<file path="config.mk">
export PLATFORM = sky130hd
export DESIGN_NAME = sequential_tone_id_decoder
export DESIGN_NICKNAME = d
export VERILOG_FILES = /design/src/stid_pkg.sv /design/src/stid_front.sv /design/src/stid_evq.sv /design/src/stid_back.sv /design/src/sequential_tone_id_decoder.sv
export SDC_FILE = /design/constraint.sdc
export NUM_CORES = 1
export LEC_CHECK = 0
export BUFFER_PORTS_ARGS = -buffer_cell sky130_fd_sc_hd__buf_4
export CAP_MARGIN = 20
export CELL_PAD_IN_SITES_DETAIL_PLACEMENT = 0
export CELL_PAD_IN_SITES_GLOBAL_PLACEMENT = 1
export CORE_MARGIN = 2
export CORE_UTILIZATION = 53
export DETAILED_ROUTE_END_ITERATION = 16
export MAX_ROUTING_LAYER = met4
export PLACE_DENSITY = 0.95
export SYNTH_ARGS = -nofsm -noshare
export SYNTH_HDL_FRONTEND = slang
export SYNTH_SLANG_ARGS = --single-unit
</file>
<file path="constraint.sdc">
create_clock -name clk -period 17.5 [get_ports clk]
set_input_delay 2.625 -clock clk [delete_from_list [all_inputs] [get_ports clk]]
set_output_delay 2.625 -clock clk [all_outputs]
set_load 0.03 [all_outputs]
</file>
<file path="src/stid_pkg.sv">
// Shared types and constants for the sequential tone identity decoder.
// No dependencies; used by every module in src.
`default_nettype none

package stid_pkg;

	localparam int NUM_TONES   = 17;
	localparam int CLASS_W     = 5;
	localparam int FREQ_W      = 16;
	localparam int TOL_W       = 10;
	localparam int RUN_W       = 12;
	localparam int SIL_W       = 16;
	localparam int DIGIT_W     = 4;
	localparam int OUT_DIGITS  = 6;
	localparam int COUNT_W     = 3;
	localparam int OUT_DATA_W  = 32;
	localparam int CFG_IDX_W   = 2;
	localparam int CFG_DATA_W  = 16;

	localparam int ID_DIGITS_DEF   = 6;
	localparam int QUEUE_DEPTH_DEF = 2;

	localparam logic [CLASS_W-1:0] CLASS_IDLE   = 5'd0;
	localparam logic [CLASS_W-1:0] CLASS_REPEAT = 5'd1;
	localparam logic [CLASS_W-1:0] CLASS_DIGIT0 = 5'd2;
	localparam logic [CLASS_W-1:0] CLASS_NONE   = 5'd17;

	localparam logic [DIGIT_W-1:0] CODE_REPEAT = 4'd15;

	localparam logic [RUN_W-1:0] RUN_MAX     = 12'd4095;
	localparam logic [SIL_W-1:0] SILENCE_MAX = 16'd65535;

	// Register indexes on the configuration channel
	localparam logic [CFG_IDX_W-1:0] REG_DETECT_RUN  = 2'd0;
	localparam logic [CFG_IDX_W-1:0] REG_TIMEOUT_RUN = 2'd1;
	localparam logic [CFG_IDX_W-1:0] REG_TOLERANCE   = 2'd2;

	localparam logic [RUN_W-1:0] DETECT_RUN_RST  = 12'd200;
	localparam logic [SIL_W-1:0] TIMEOUT_RUN_RST = 16'd4000;
	localparam logic [TOL_W-1:0] TOLERANCE_RST   = 10'd150;

	// Tone centers in 0.1 Hz: idle, repeat, then digits 0..E
	localparam logic [FREQ_W-1:0] TONE_TABLE [NUM_TONES] = '{
		16'd11531, 16'd10629, 16'd9798, 16'd9031, 16'd8325, 16'd7674,
		16'd7074,  16'd6520,  16'd6010, 16'd5540, 16'd5107, 16'd4708,
		16'd4339,  16'd4000,  16'd3687, 16'd3399, 16'd3133
	};

	// One classified sample handed from front to back
	typedef struct packed {
		logic [CLASS_W-1:0] cls;
		logic               det;
	} event_t;

endpackage

`default_nettype wire

</file>
<file path="src/stid_front.sv">
// Front end: classifies each sample against the tone table and tracks the run length.
// Depends on stid_pkg.
`default_nettype none

module stid_front (
	input  wire logic                            clk,
	input  wire logic                            arst_n,
	input  wire logic                            accept,
	input  wire logic [stid_pkg::FREQ_W-1:0]     freq,
	input  wire logic [stid_pkg::RUN_W-1:0]      detect_run,
	input  wire logic [stid_pkg::TOL_W-1:0]      tolerance,
	output stid_pkg::event_t                     ev
);

	logic [stid_pkg::CLASS_W-1:0] last_class_q;
	logic [stid_pkg::RUN_W-1:0]   run_q;
	logic [stid_pkg::CLASS_W-1:0] cls;
	logic [stid_pkg::RUN_W-1:0]   run_base;
	logic [stid_pkg::RUN_W-1:0]   run_n;
	logic                         det;

	// Parallel window compare; walk downward so the lowest matching entry wins
	always_comb begin
		logic [stid_pkg::FREQ_W:0] f_ext;
		logic [stid_pkg::FREQ_W:0] t_ext;
		logic [stid_pkg::FREQ_W:0] lo;
		logic [stid_pkg::FREQ_W:0] hi;
		f_ext = {1'b0, freq};
		t_ext = (stid_pkg::FREQ_W+1)'(tolerance);
		cls   = stid_pkg::CLASS_NONE;
		for (int k = stid_pkg::NUM_TONES - 1; k >= 0; k--) begin
			lo = {1'b0, stid_pkg::TONE_TABLE[k]} - t_ext;
			hi = {1'b0, stid_pkg::TONE_TABLE[k]} + t_ext;
			if (f_ext >= lo && f_ext <= hi) begin
				cls = stid_pkg::CLASS_W'(k);
			end
		end
	end

	// Restart on class change, saturate at the top
	always_comb begin
		run_base = (cls != last_class_q) ? '0 : run_q;
		run_n    = run_base;
		det      = 1'b0;
		if (run_base < stid_pkg::RUN_MAX) begin
			run_n = run_base + 1'b1;
			det   = (run_n == detect_run);
		end
	end

	always_ff @(posedge clk or negedge arst_n) begin
		if (!arst_n) begin
			last_class_q <= stid_pkg::CLASS_NONE;
			run_q        <= '0;
		end else if (accept) begin
			last_class_q <= cls;
			run_q        <= run_n;
		end
	end

	assign ev.cls = cls;
	assign ev.det = det;

endmodule

`default_nettype wire

</file>
<file path="src/stid_evq.sv">
// Short event queue between the classifying front and the reception back end.
// Depends on stid_pkg.
`default_nettype none

module stid_evq #(
	parameter int DEPTH = stid_pkg::QUEUE_DEPTH_DEF
) (
	input  wire logic       clk,
	input  wire logic       arst_n,
	input  wire logic       push,
	input  wire stid_pkg::event_t push_ev,
	output logic            full,
	input  wire logic       pop,
	output stid_pkg::event_t pop_ev,
	output logic            not_empty
);

	localparam int PTR_W = (DEPTH > 1) ? $clog2(DEPTH) : 1;
	localparam int CNT_W = $clog2(DEPTH + 1);

	stid_pkg::event_t  mem_q [DEPTH];
	logic [PTR_W-1:0]  wr_ptr_q;
	logic [PTR_W-1:0]  rd_ptr_q;
	logic [CNT_W-1:0]  cnt_q;

	assign full      = (cnt_q == CNT_W'(DEPTH));
	assign not_empty = (cnt_q != '0);
	assign pop_ev    = mem_q[rd_ptr_q];

	always_ff @(posedge clk) begin
		if (push) begin
			mem_q[wr_ptr_q] <= push_ev;
		end
	end

	always_ff @(posedge clk or negedge arst_n) begin
		if (!arst_n) begin
			wr_ptr_q <= '0;
			rd_ptr_q <= '0;
			cnt_q    <= '0;
		end else begin
			if (push) begin
				wr_ptr_q <= (wr_ptr_q == PTR_W'(DEPTH - 1)) ? '0 : wr_ptr_q + 1'b1;
			end
			if (pop) begin
				rd_ptr_q <= (rd_ptr_q == PTR_W'(DEPTH - 1)) ? '0 : rd_ptr_q + 1'b1;
			end
			if (push && !pop) begin
				cnt_q <= cnt_q + 1'b1;
			end else if (pop && !push) begin
				cnt_q <= cnt_q - 1'b1;
			end
		end
	end

endmodule

`default_nettype wire

</file>
<file path="src/stid_back.sv">
// Back end: reception state, digit store, silence timeout and the result register.
// Depends on stid_pkg.
`default_nettype none

module stid_back #(
	parameter int ID_DIGITS = stid_pkg::ID_DIGITS_DEF
) (
	input  wire logic                          clk,
	input  wire logic                          arst_n,
	input  wire logic                          ev_avail,
	input  wire stid_pkg::event_t              ev,
	output logic                               ev_pop,
	input  wire logic [stid_pkg::SIL_W-1:0]    timeout_run,
	output logic                               m_tvalid,
	input  wire logic                          m_tready,
	output logic [stid_pkg::OUT_DATA_W-1:0]    m_tdata
);

	localparam int IDX_W = $clog2(ID_DIGITS + 1);

	logic                          rcv_q;
	logic [IDX_W-1:0]              idx_q;
	logic [stid_pkg::SIL_W-1:0]    sil_q;
	logic [stid_pkg::DIGIT_W-1:0]  store_q [ID_DIGITS];

	logic                          rcv_n;
	logic [IDX_W-1:0]              idx_n;
	logic [stid_pkg::SIL_W-1:0]    sil_n;
	logic                          wr;
	logic                          emit;
	logic [stid_pkg::DIGIT_W-1:0]  code;
	logic [3:0]                    idx_ext;
	logic [stid_pkg::DIGIT_W-1:0]  view [stid_pkg::OUT_DIGITS];
	logic [stid_pkg::DIGIT_W-1:0]  res_digit [stid_pkg::OUT_DIGITS];

	// Take an event whenever the result register can accept a new result
	assign ev_pop = ev_avail && (!m_tvalid || m_tready);

	always_comb begin
		logic [stid_pkg::CLASS_W-1:0] cls_off;
		logic                         first_rep;
		rcv_n     = rcv_q;
		idx_n     = idx_q;
		sil_n     = sil_q;
		wr        = 1'b0;
		emit      = 1'b0;
		cls_off   = ev.cls - stid_pkg::CLASS_DIGIT0;
		code      = (ev.cls == stid_pkg::CLASS_REPEAT) ? stid_pkg::CODE_REPEAT
		                                                : cls_off[stid_pkg::DIGIT_W-1:0];
		first_rep = (idx_q == '0) ? (code == stid_pkg::CODE_REPEAT)
		                          : (store_q[0] == stid_pkg::CODE_REPEAT);
		if (ev.cls == stid_pkg::CLASS_IDLE) begin
			if (ev.det) begin
				rcv_n = 1'b1;
				idx_n = '0;
				sil_n = '0;
			end
		end else if (ev.cls == stid_pkg::CLASS_NONE) begin
			if (rcv_q && ev.det) begin
				rcv_n = 1'b0;
			end
		end else if (rcv_q && ev.det && idx_q < IDX_W'(ID_DIGITS)) begin
			wr    = 1'b1;
			idx_n = idx_q + 1'b1;
			sil_n = '0;
			if (idx_n == IDX_W'(ID_DIGITS) || first_rep) begin
				emit  = 1'b1;
				rcv_n = 1'b0;
			end
		end
		// Silence timeout once at least one digit is stored
		if (rcv_n && idx_n != '0 && sil_n != stid_pkg::SILENCE_MAX) begin
			sil_n = sil_n + 1'b1;
			if (sil_n == timeout_run) begin
				rcv_n = 1'b0;
			end
		end
	end

	// Result digits as they stand after this event's write
	for (genvar j = 0; j < stid_pkg::OUT_DIGITS; j++) begin : g_view
		if (j < ID_DIGITS) begin : g_used
			assign view[j] = (wr && idx_q == IDX_W'(j)) ? code : store_q[j];
			assign res_digit[j] = (IDX_W'(j) < idx_n) ? view[j] : '0;
		end else begin : g_unused
			assign view[j]      = '0;
			assign res_digit[j] = view[j];
		end
	end

	assign idx_ext = 4'(idx_n);

	always_ff @(posedge clk) begin
		for (int e = 0; e < ID_DIGITS; e++) begin
			if (ev_pop && wr && idx_q == IDX_W'(e)) begin
				store_q[e] <= code;
			end
		end
		if (ev_pop && emit) begin
			m_tdata <= {5'b0, idx_ext[stid_pkg::COUNT_W-1:0],
			            res_digit[5], res_digit[4], res_digit[3],
			            res_digit[2], res_digit[1], res_digit[0]};
		end
	end

	always_ff @(posedge clk or negedge arst_n) begin
		if (!arst_n) begin
			rcv_q    <= 1'b0;
			idx_q    <= '0;
			sil_q    <= '0;
			m_tvalid <= 1'b0;
		end else begin
			if (ev_pop) begin
				rcv_q <= rcv_n;
				idx_q <= idx_n;
				sil_q <= sil_n;
			end
			if (ev_pop && emit) begin
				m_tvalid <= 1'b1;
			end else if (m_tready) begin
				m_tvalid <= 1'b0;
			end
		end
	end

endmodule

`default_nettype wire

</file>
<file path="src/sequential_tone_id_decoder.sv">
// Top level of the sequential tone identity decoder: config registers, front, queue, back.
// Depends on stid_pkg, stid_front, stid_evq and stid_back.
`default_nettype none

//  channel | direction | handshake              | payload
//  --------+-----------+------------------------+------------------------------------------
//  s_      | in        | s_tvalid / s_tready    | s_tdata: freq_tenth_hz
//  m_      | out       | m_tvalid / m_tready    | m_tdata: id_digit_0..5, digit_count
//  cfg_    | in        | cfg_valid / cfg_ready  | cfg_index, cfg_data (write only)
//
//  One sample is accepted per cycle while the queue has room. The front classifies and
//  counts the run in the accept cycle and pushes an event into a QUEUE_DEPTH entry queue;
//  the back end pops one event per cycle into the result register when it can take one.
//  A stalled output holds the result register; the queue then fills and s_tready drops.
//  Reset clears all control state; the configuration registers return to their defaults.
//  Configuration writes are always taken (cfg_ready is high) and belong to idle periods.

module sequential_tone_id_decoder #(
	parameter int ID_DIGITS   = stid_pkg::ID_DIGITS_DEF,
	parameter int QUEUE_DEPTH = stid_pkg::QUEUE_DEPTH_DEF
) (
	input  wire logic                               clk,
	input  wire logic                               arst_n,
	// sample stream
	input  wire logic                               s_tvalid,
	output logic                                    s_tready,
	input  wire logic [stid_pkg::FREQ_W-1:0]        s_tdata,   // [15:0] freq_tenth_hz
	// identity stream
	output logic                                    m_tvalid,
	input  wire logic                               m_tready,
	// [3:0] id_digit_0, [7:4] id_digit_1, [11:8] id_digit_2, [15:12] id_digit_3,
	// [19:16] id_digit_4, [23:20] id_digit_5, [26:24] digit_count, [31:27] zero
	output logic [stid_pkg::OUT_DATA_W-1:0]         m_tdata,
	// configuration writes
	input  wire logic                               cfg_valid,
	output logic                                    cfg_ready,
	input  wire logic [stid_pkg::CFG_IDX_W-1:0]     cfg_index,
	input  wire logic [stid_pkg::CFG_DATA_W-1:0]    cfg_data
);

	logic [stid_pkg::RUN_W-1:0] detect_run_q;
	logic [stid_pkg::SIL_W-1:0] timeout_run_q;
	logic [stid_pkg::TOL_W-1:0] tolerance_q;

	stid_pkg::event_t front_ev;
	stid_pkg::event_t back_ev;
	logic             q_full;
	logic             q_avail;
	logic             q_pop;
	logic             accept;

	assign cfg_ready = 1'b1;

	// Hold each register; write it with the low bits of the data
	always_ff @(posedge clk or negedge arst_n) begin
		if (!arst_n) begin
			detect_run_q  <= stid_pkg::DETECT_RUN_RST;
			timeout_run_q <= stid_pkg::TIMEOUT_RUN_RST;
			tolerance_q   <= stid_pkg::TOLERANCE_RST;
		end else if (cfg_valid) begin
			case (cfg_index)
				stid_pkg::REG_DETECT_RUN: begin
					detect_run_q <= cfg_data[stid_pkg::RUN_W-1:0];
				end
				stid_pkg::REG_TIMEOUT_RUN: begin
					timeout_run_q <= cfg_data[stid_pkg::SIL_W-1:0];
				end
				stid_pkg::REG_TOLERANCE: begin
					tolerance_q <= cfg_data[stid_pkg::TOL_W-1:0];
				end
				default: begin
					// unmapped index: drop the write
				end
			endcase
		end
	end

	// Accept a sample whenever the queue has room
	assign s_tready = !q_full;
	assign accept   = s_tvalid && s_tready;

	stid_front u_front (
		.clk        (clk),
		.arst_n     (arst_n),
		.accept     (accept),
		.freq       (s_tdata),
		.detect_run (detect_run_q),
		.tolerance  (tolerance_q),
		.ev         (front_ev)
	);

	stid_evq #(
		.DEPTH (QUEUE_DEPTH)
	) u_evq (
		.clk       (clk),
		.arst_n    (arst_n),
		.push      (accept),
		.push_ev   (front_ev),
		.full      (q_full),
		.pop       (q_pop),
		.pop_ev    (back_ev),
		.not_empty (q_avail)
	);

	stid_back #(
		.ID_DIGITS (ID_DIGITS)
	) u_back (
		.clk         (clk),
		.arst_n      (arst_n),
		.ev_avail    (q_avail),
		.ev          (back_ev),
		.ev_pop      (q_pop),
		.timeout_run (timeout_run_q),
		.m_tvalid    (m_tvalid),
		.m_tready    (m_tready),
		.m_tdata     (m_tdata)
	);

endmodule

`default_nettype wire

</file>
; Word-level counts from Yosys, hierarchy flattened
; Memory sizes are Yosys's and may differ from the RTL's. A register that Yosys moved wholly into a read port is not among the register bits.
; Cells that the tools add are included.
[word_totals]
word_cells = 259
reg_bits = 87
memories = 2
output_inout_bits = 35
rom_bits = 0
inputBits = 39
ram_bits = 36
latch_bits = 0
[classes]
addsub = 42
n_mul = 0
magnitude_cmp = 42
n_div = 0
n_eq_ne = 17
bitwise_logic = 0
n_reduce_logical = 60
muxes = 82
shifts = 0
[mem_list]
columns = name, words, word_bits, rd, rd_clocked_by_memory_dff, wr, line
row1 = u_back.store_q, 6, 4, 6, 5, 1, stid_back.sv:24  ; logic [stid_pkg::DIGIT_W-1:0] store_q [ID_DIGITS];
row2 = u_evq.mem_q, 2, 6, 1, 0, 1, stid_evq.sv:21  ; stid_pkg::event_t mem_q [DEPTH];
[op_table]
columns = cell, n
row1 = $ge A16 B17 Y1, 17
row2 = $le A16 B17 Y1, 17
row3 = $add A13 B10 Y14 const A, 8
row4 = $sub A13 B10 Y14 const A, 8
row5 = $mux W16, 5
row6 = $mux W5, 16
row7 = $add A14 B10 Y15 const A, 5
row8 = $sub A14 B10 Y15 const A, 5
row9 = $add A12 B10 Y13 const A, 4
row10 = $sub A12 B10 Y13 const A, 4
row11 = $mux W1, 41
row12 = $logic_and A1 B1 Y1, 34
row13 = $mux W4, 7
row14 = $mux W3, 9
row15 = $mux W12, 2
row16 = $reduce_or A4 Y1, 5
row17 = $add A16 B1 Y16 const B, 1
row18 = $eq A16 B16 Y1, 1
row19 = $ne A16 B16 Y1 const B, 1
row20 = $add A12 B1 Y12 const B, 1
row21 = $eq A12 B12 Y1, 1
row22 = $lt A12 B12 Y1 const B, 1
row23 = $eq A3 B3 Y1 const B, 3
row24 = $logic_not A1 Y1, 9
row25 = 25 further kinds, 38

; Longest topological paths before layout
[logic_depth]
ltp_word = 25
ltp_mapped = 25

; Cells and area by module
; A second synthesis with hierarchy kept.
[hier_totals]
cells_unflattened = 2166
hier_area_um2 = 18082.3
[modules_own_cells]
columns = mod, cells_each, area_per_inst_um2, seq_area_each_um2, n_inst
row1 = stid_front, 1615, 11845.1, 427.9, 1
row2 = stid_back, 430, 4082.7, 1856.8, 1
row3 = sequential_tone_id_decoder, 86, 1530.2, 967.2, 1
row4 = stid_evq, 35, 624.3, 460.4, 1

; Least setup slack after synthesis
; No wires, ideal clock.
[synth_path]
path_type = input -> register
start = in s_tdata[0] (netlist name)
end = mem u_evq.mem_q[0][0] (netlist name) (data pin)
arrival_ns = 5.968
path_slack_ns = 11.351
n_path_buf = 1
path_stages = 15
path_cell_list = inv_1 > ha_1 > clkbuf_1 > nand2b_1 > nor4_1 > o21ai_0 > o221ai_1 > a32o_1 > or4_1 > mux2i_1 > a221o_1 > a211oi_4 > mux2i_1 > a2111o_1 > nor4b_2
[synth_lines]
columns = element, line
row1 = "start, declared", sequential_tone_id_decoder.sv:27  ; input wire logic [stid_pkg::FREQ_W-1:0] s_tdata,
row2 = "end, declared", stid_evq.sv:21

==> flow_summary.yaml <==
status:
  run_status: "finished clean"
timing:
  fin_tns_setup_ns: 0
  fin_ws_ns: 9.61
  max_freq_mhz: 127
  rsz0062_at_grt: "no"
  hold_violations: 0
  drv_slew: 0
  worst_hold_slack_ns: 0.452
  setup-violations-final: 0
  slew_headroom_pct: 12.7
  skew_ns: 0.00720
  period_share_pct: 45.1
  worstMarginPinSlew_ns: 1.29
  fin_crit_ns: 7.89
yosys:
  synthTopCellsByCount: "ha_1, nand2_1, a21oi_1, xnor2_1, o21ai_0"
  synthFlopType: "dfrtp_1"
  synth_edf_count: 43
  syn-cell-area_mm2: 0.0173
  yosysMostFrequentCell: "ha_1"
  avgSynthCellArea_um2: 8.35
  yosys_warnings: 0
  postSynth.asyncResetShare_pct: 55.9
  ys_types: 86
  synth_seq_cells: 143
  yosysTopAreaCellShare_pct: 21.6
  yosys.area.top_type: "ha_1"
  seq_area_frac_synth_pct: 21.5
  synthCells: 2072
  synthTopCellsByArea: "ha_1, dfrtp_1, xnor2_1"
place:
  dp_hpwl_um: 46100
  gp_congestion: 1.00
  io_buffers: 67
  place_ws_ns: 9.62
  place_area_mm2: 0.0182
cts:
  htreeDepth: 4
  postCtsSetupRepairBufs: 0
  clk_pin_slew_ns: 0.06
  ctsHoldBuffers: 0
  cts_resized: 0
  cts_buffers: 17
  clock_path_buffers: 2
  clock_sink_count: 143
  clk_latency_ns: 0.43
  cts_tree: "yes"
  root_buffer: "clkbuf_16"
global_routing:
  grt_pass1_vias: 15700
  antenna_found_initial: 1
  grt_max_degree: 72
  grt_pass1_wl_um: 95000
  grt.overflow.total: 0
  grt_usage_pct: 38.4
cells_and_area:
  antennaDiodeCount: 0
  layout-drive-gt1-share_pct: 10.4
  num-nets-final: 2428
  area_growth_pct: 8.51
  finish.instance_area_mm2: 0.0188
floorplan:
  core.rowCount: 66
  die_h_um: 185
  die_x_um: 185
  core-area_mm2: 0.0324
  dieArea_mm2: 0.0341
  io_pins: 74
  start_util_pct: 53.4
critical_path:
  rr_startpoint: "tolerance_q[2]"
  reg2reg_depth: 20
  r2r_slack_ns: 9.61
  critical_path_arrival_ns: 8.12
  worst_setup_path_start_kind: "flop"
  reg2reg_to: "u_evq.mem_q[1][0]"
  crit_required_ns: 17.73
  crit_type: "reg2reg"
  end_kind: "flop"
  worstPathMaxFanout: 22
route:
  wl_per_cell_um: 25.0
  totalWireLength_um: 63700
  drt_iter0_drc: 1484
  remaining_drc_errors: 0
  num_vias: 16600
  antenna_left: 0
  firstDrtPassIters: 5
  viasPerCell: 6.53
worst_hold_path:
  min_path_type: "reg2reg"
  whs_path_depth: 2
  hold_path_end: "u_back.store_q[2][1]"
  hold_start: "u_back.store_q[2][1]"
pwr:
  leakage_uw: 0.00790
  power_density_mw_per_mm2: 126
  vdd_ir_drop_max_v: 0.0000893
job:
  maxCapViolations: 0
==> layer usage <==
metal | track usage, % | share of wire (%) | vias up
met1 | 52.8 | 45 | 8077
met3 | 9.19 | 9.6 | 125
li1 | - | - | 7642
met5 | - | 0 | -
met4 | 11.2 | 3.0 | 0
met2 | 55.9 | 42 | 763
==> critical path: stages, from the launching register on <==
cell and delay, ns:
dfstp_2 0.88, inv_1 0.39, ha_1 0.31, a21oi_1 0.39, nand2b_1 0.20, nand3_1 0.31, a21oi_1 0.28, xor2_1 0.09
ha_1 0.33, nand4_1 0.32, nor4_1 0.90, o21ai_0 0.20, o221ai_1 0.18, a32oi_1 0.24, a221oi_1 0.44, a21oi_1 0.15
a221o_1 0.40, a211oi_4 0.74, mux2i_1 0.16, a2111o_1 0.43, nor4b_2 0.33
==> logic make-up after synthesis <==
family,count (synthesis),synth area share (%)
other,2,0.0434
adders and majority gates,299,21.6
buffers and inverters,184,4.20
xor gates and xnor gates,199,10.1
muxes,57,3.64
AOI/OAI and AO/OA,571,21.2
DFF,143,21.5
and+or+nand+nor,617,17.7
==> cell type report <==
class | instances | area, um2
clock buffer | 20 | 437
clock inverter | 12 | 145
fill | 3006 | 13600
inverter | 84 | 315
multi-input combinational | 1749 | 12900
sequential | 143 | 3710
tap | 442 | 553
timing repair buffer | 95 | 718
==> stage by stage <==
stage | std cells | power, uW | util [%]
3_3_place_gp | 2511 | 1930 | 56.1
5_1_grt | 2545 | 2530 | 58.0
6_report | 2545 | 2360 | 58.0
3_5_place_dp | 2512 | 1960 | 56.2
4_1_cts | 2544 | 2330 | 58.0
2_1_floorplan | 2076 | 1520 | -
==> sequential cells by signal, summed over array words and instances (netlist names) <==
register and count:
detect_run_q 12, u_front.last_class_q 5, u_back.sil_q 16, u_evq.rd_ptr_q 1, tolerance_q 10, u_evq.mem_q 12
u_back.rcv_q 1, u_front.run_q 12, timeout_run_q 16, u_back.idx_q 3, u_evq.cnt_q 2, u_evq.wr_ptr_q 1
u_back.m_tdata 27, u_back.store_q 24, u_back.m_tvalid 1
==> how the worst max path moves through the flow <==
stage | cells after the start | end | from
after floorplan | 15 | u_evq.mem_q[0][0] | s_tdata[0]
after global placement | 15 | u_evq.mem_q[0][0] | s_tdata[0]
after detailed placement | 12 | u_evq.mem_q[0][0] | s_tdata[13]
after CTS | 12 | u_evq.mem_q[1][0] | s_tdata[13]
after global routing | 20 | u_evq.mem_q[1][0] | tolerance_q[2]
final | 20 | u_evq.mem_q[1][0] | tolerance_q[2]
==> layout by cell type (no fill, tap or decap), types with 28 or more instances in the layout <==
| cell | Yosys | final |
|---|---|---|
| o21ai_0 | 127 | 127 |
| dfrtp_1 | 65 | 64 |
| xnor2_1 | 161 | 161 |
| nand4_1 | 30 | 30 |
| nand3_1 | 81 | 81 |
| nor2_1 | 123 | 122 |
| mux2_2 | 47 | 47 |
| a21o_1 | 32 | 32 |
| edfxtp_1 | 43 | 43 |
| xor2_1 | 38 | 38 |
| ha_1 | 299 | 299 |
| a21oi_1 | 179 | 179 |
| nand2_1 | 184 | 184 |
| buf_4 | 7 | 93 |
| inv_1 | 83 | 82 |
| a211oi_1 | 28 | 28 |
==> power breakdown <==
group	internal (uW)	switching (uW)	total, uW	leakage, uW
combinational	557	929	1490	0.00607
clock	222	140	362	0.000277
sequential	439	77.6	516	0.00155
total	1220	1150	2360	0.00790
No activity file was read; power rests on OpenSTA's default activity.
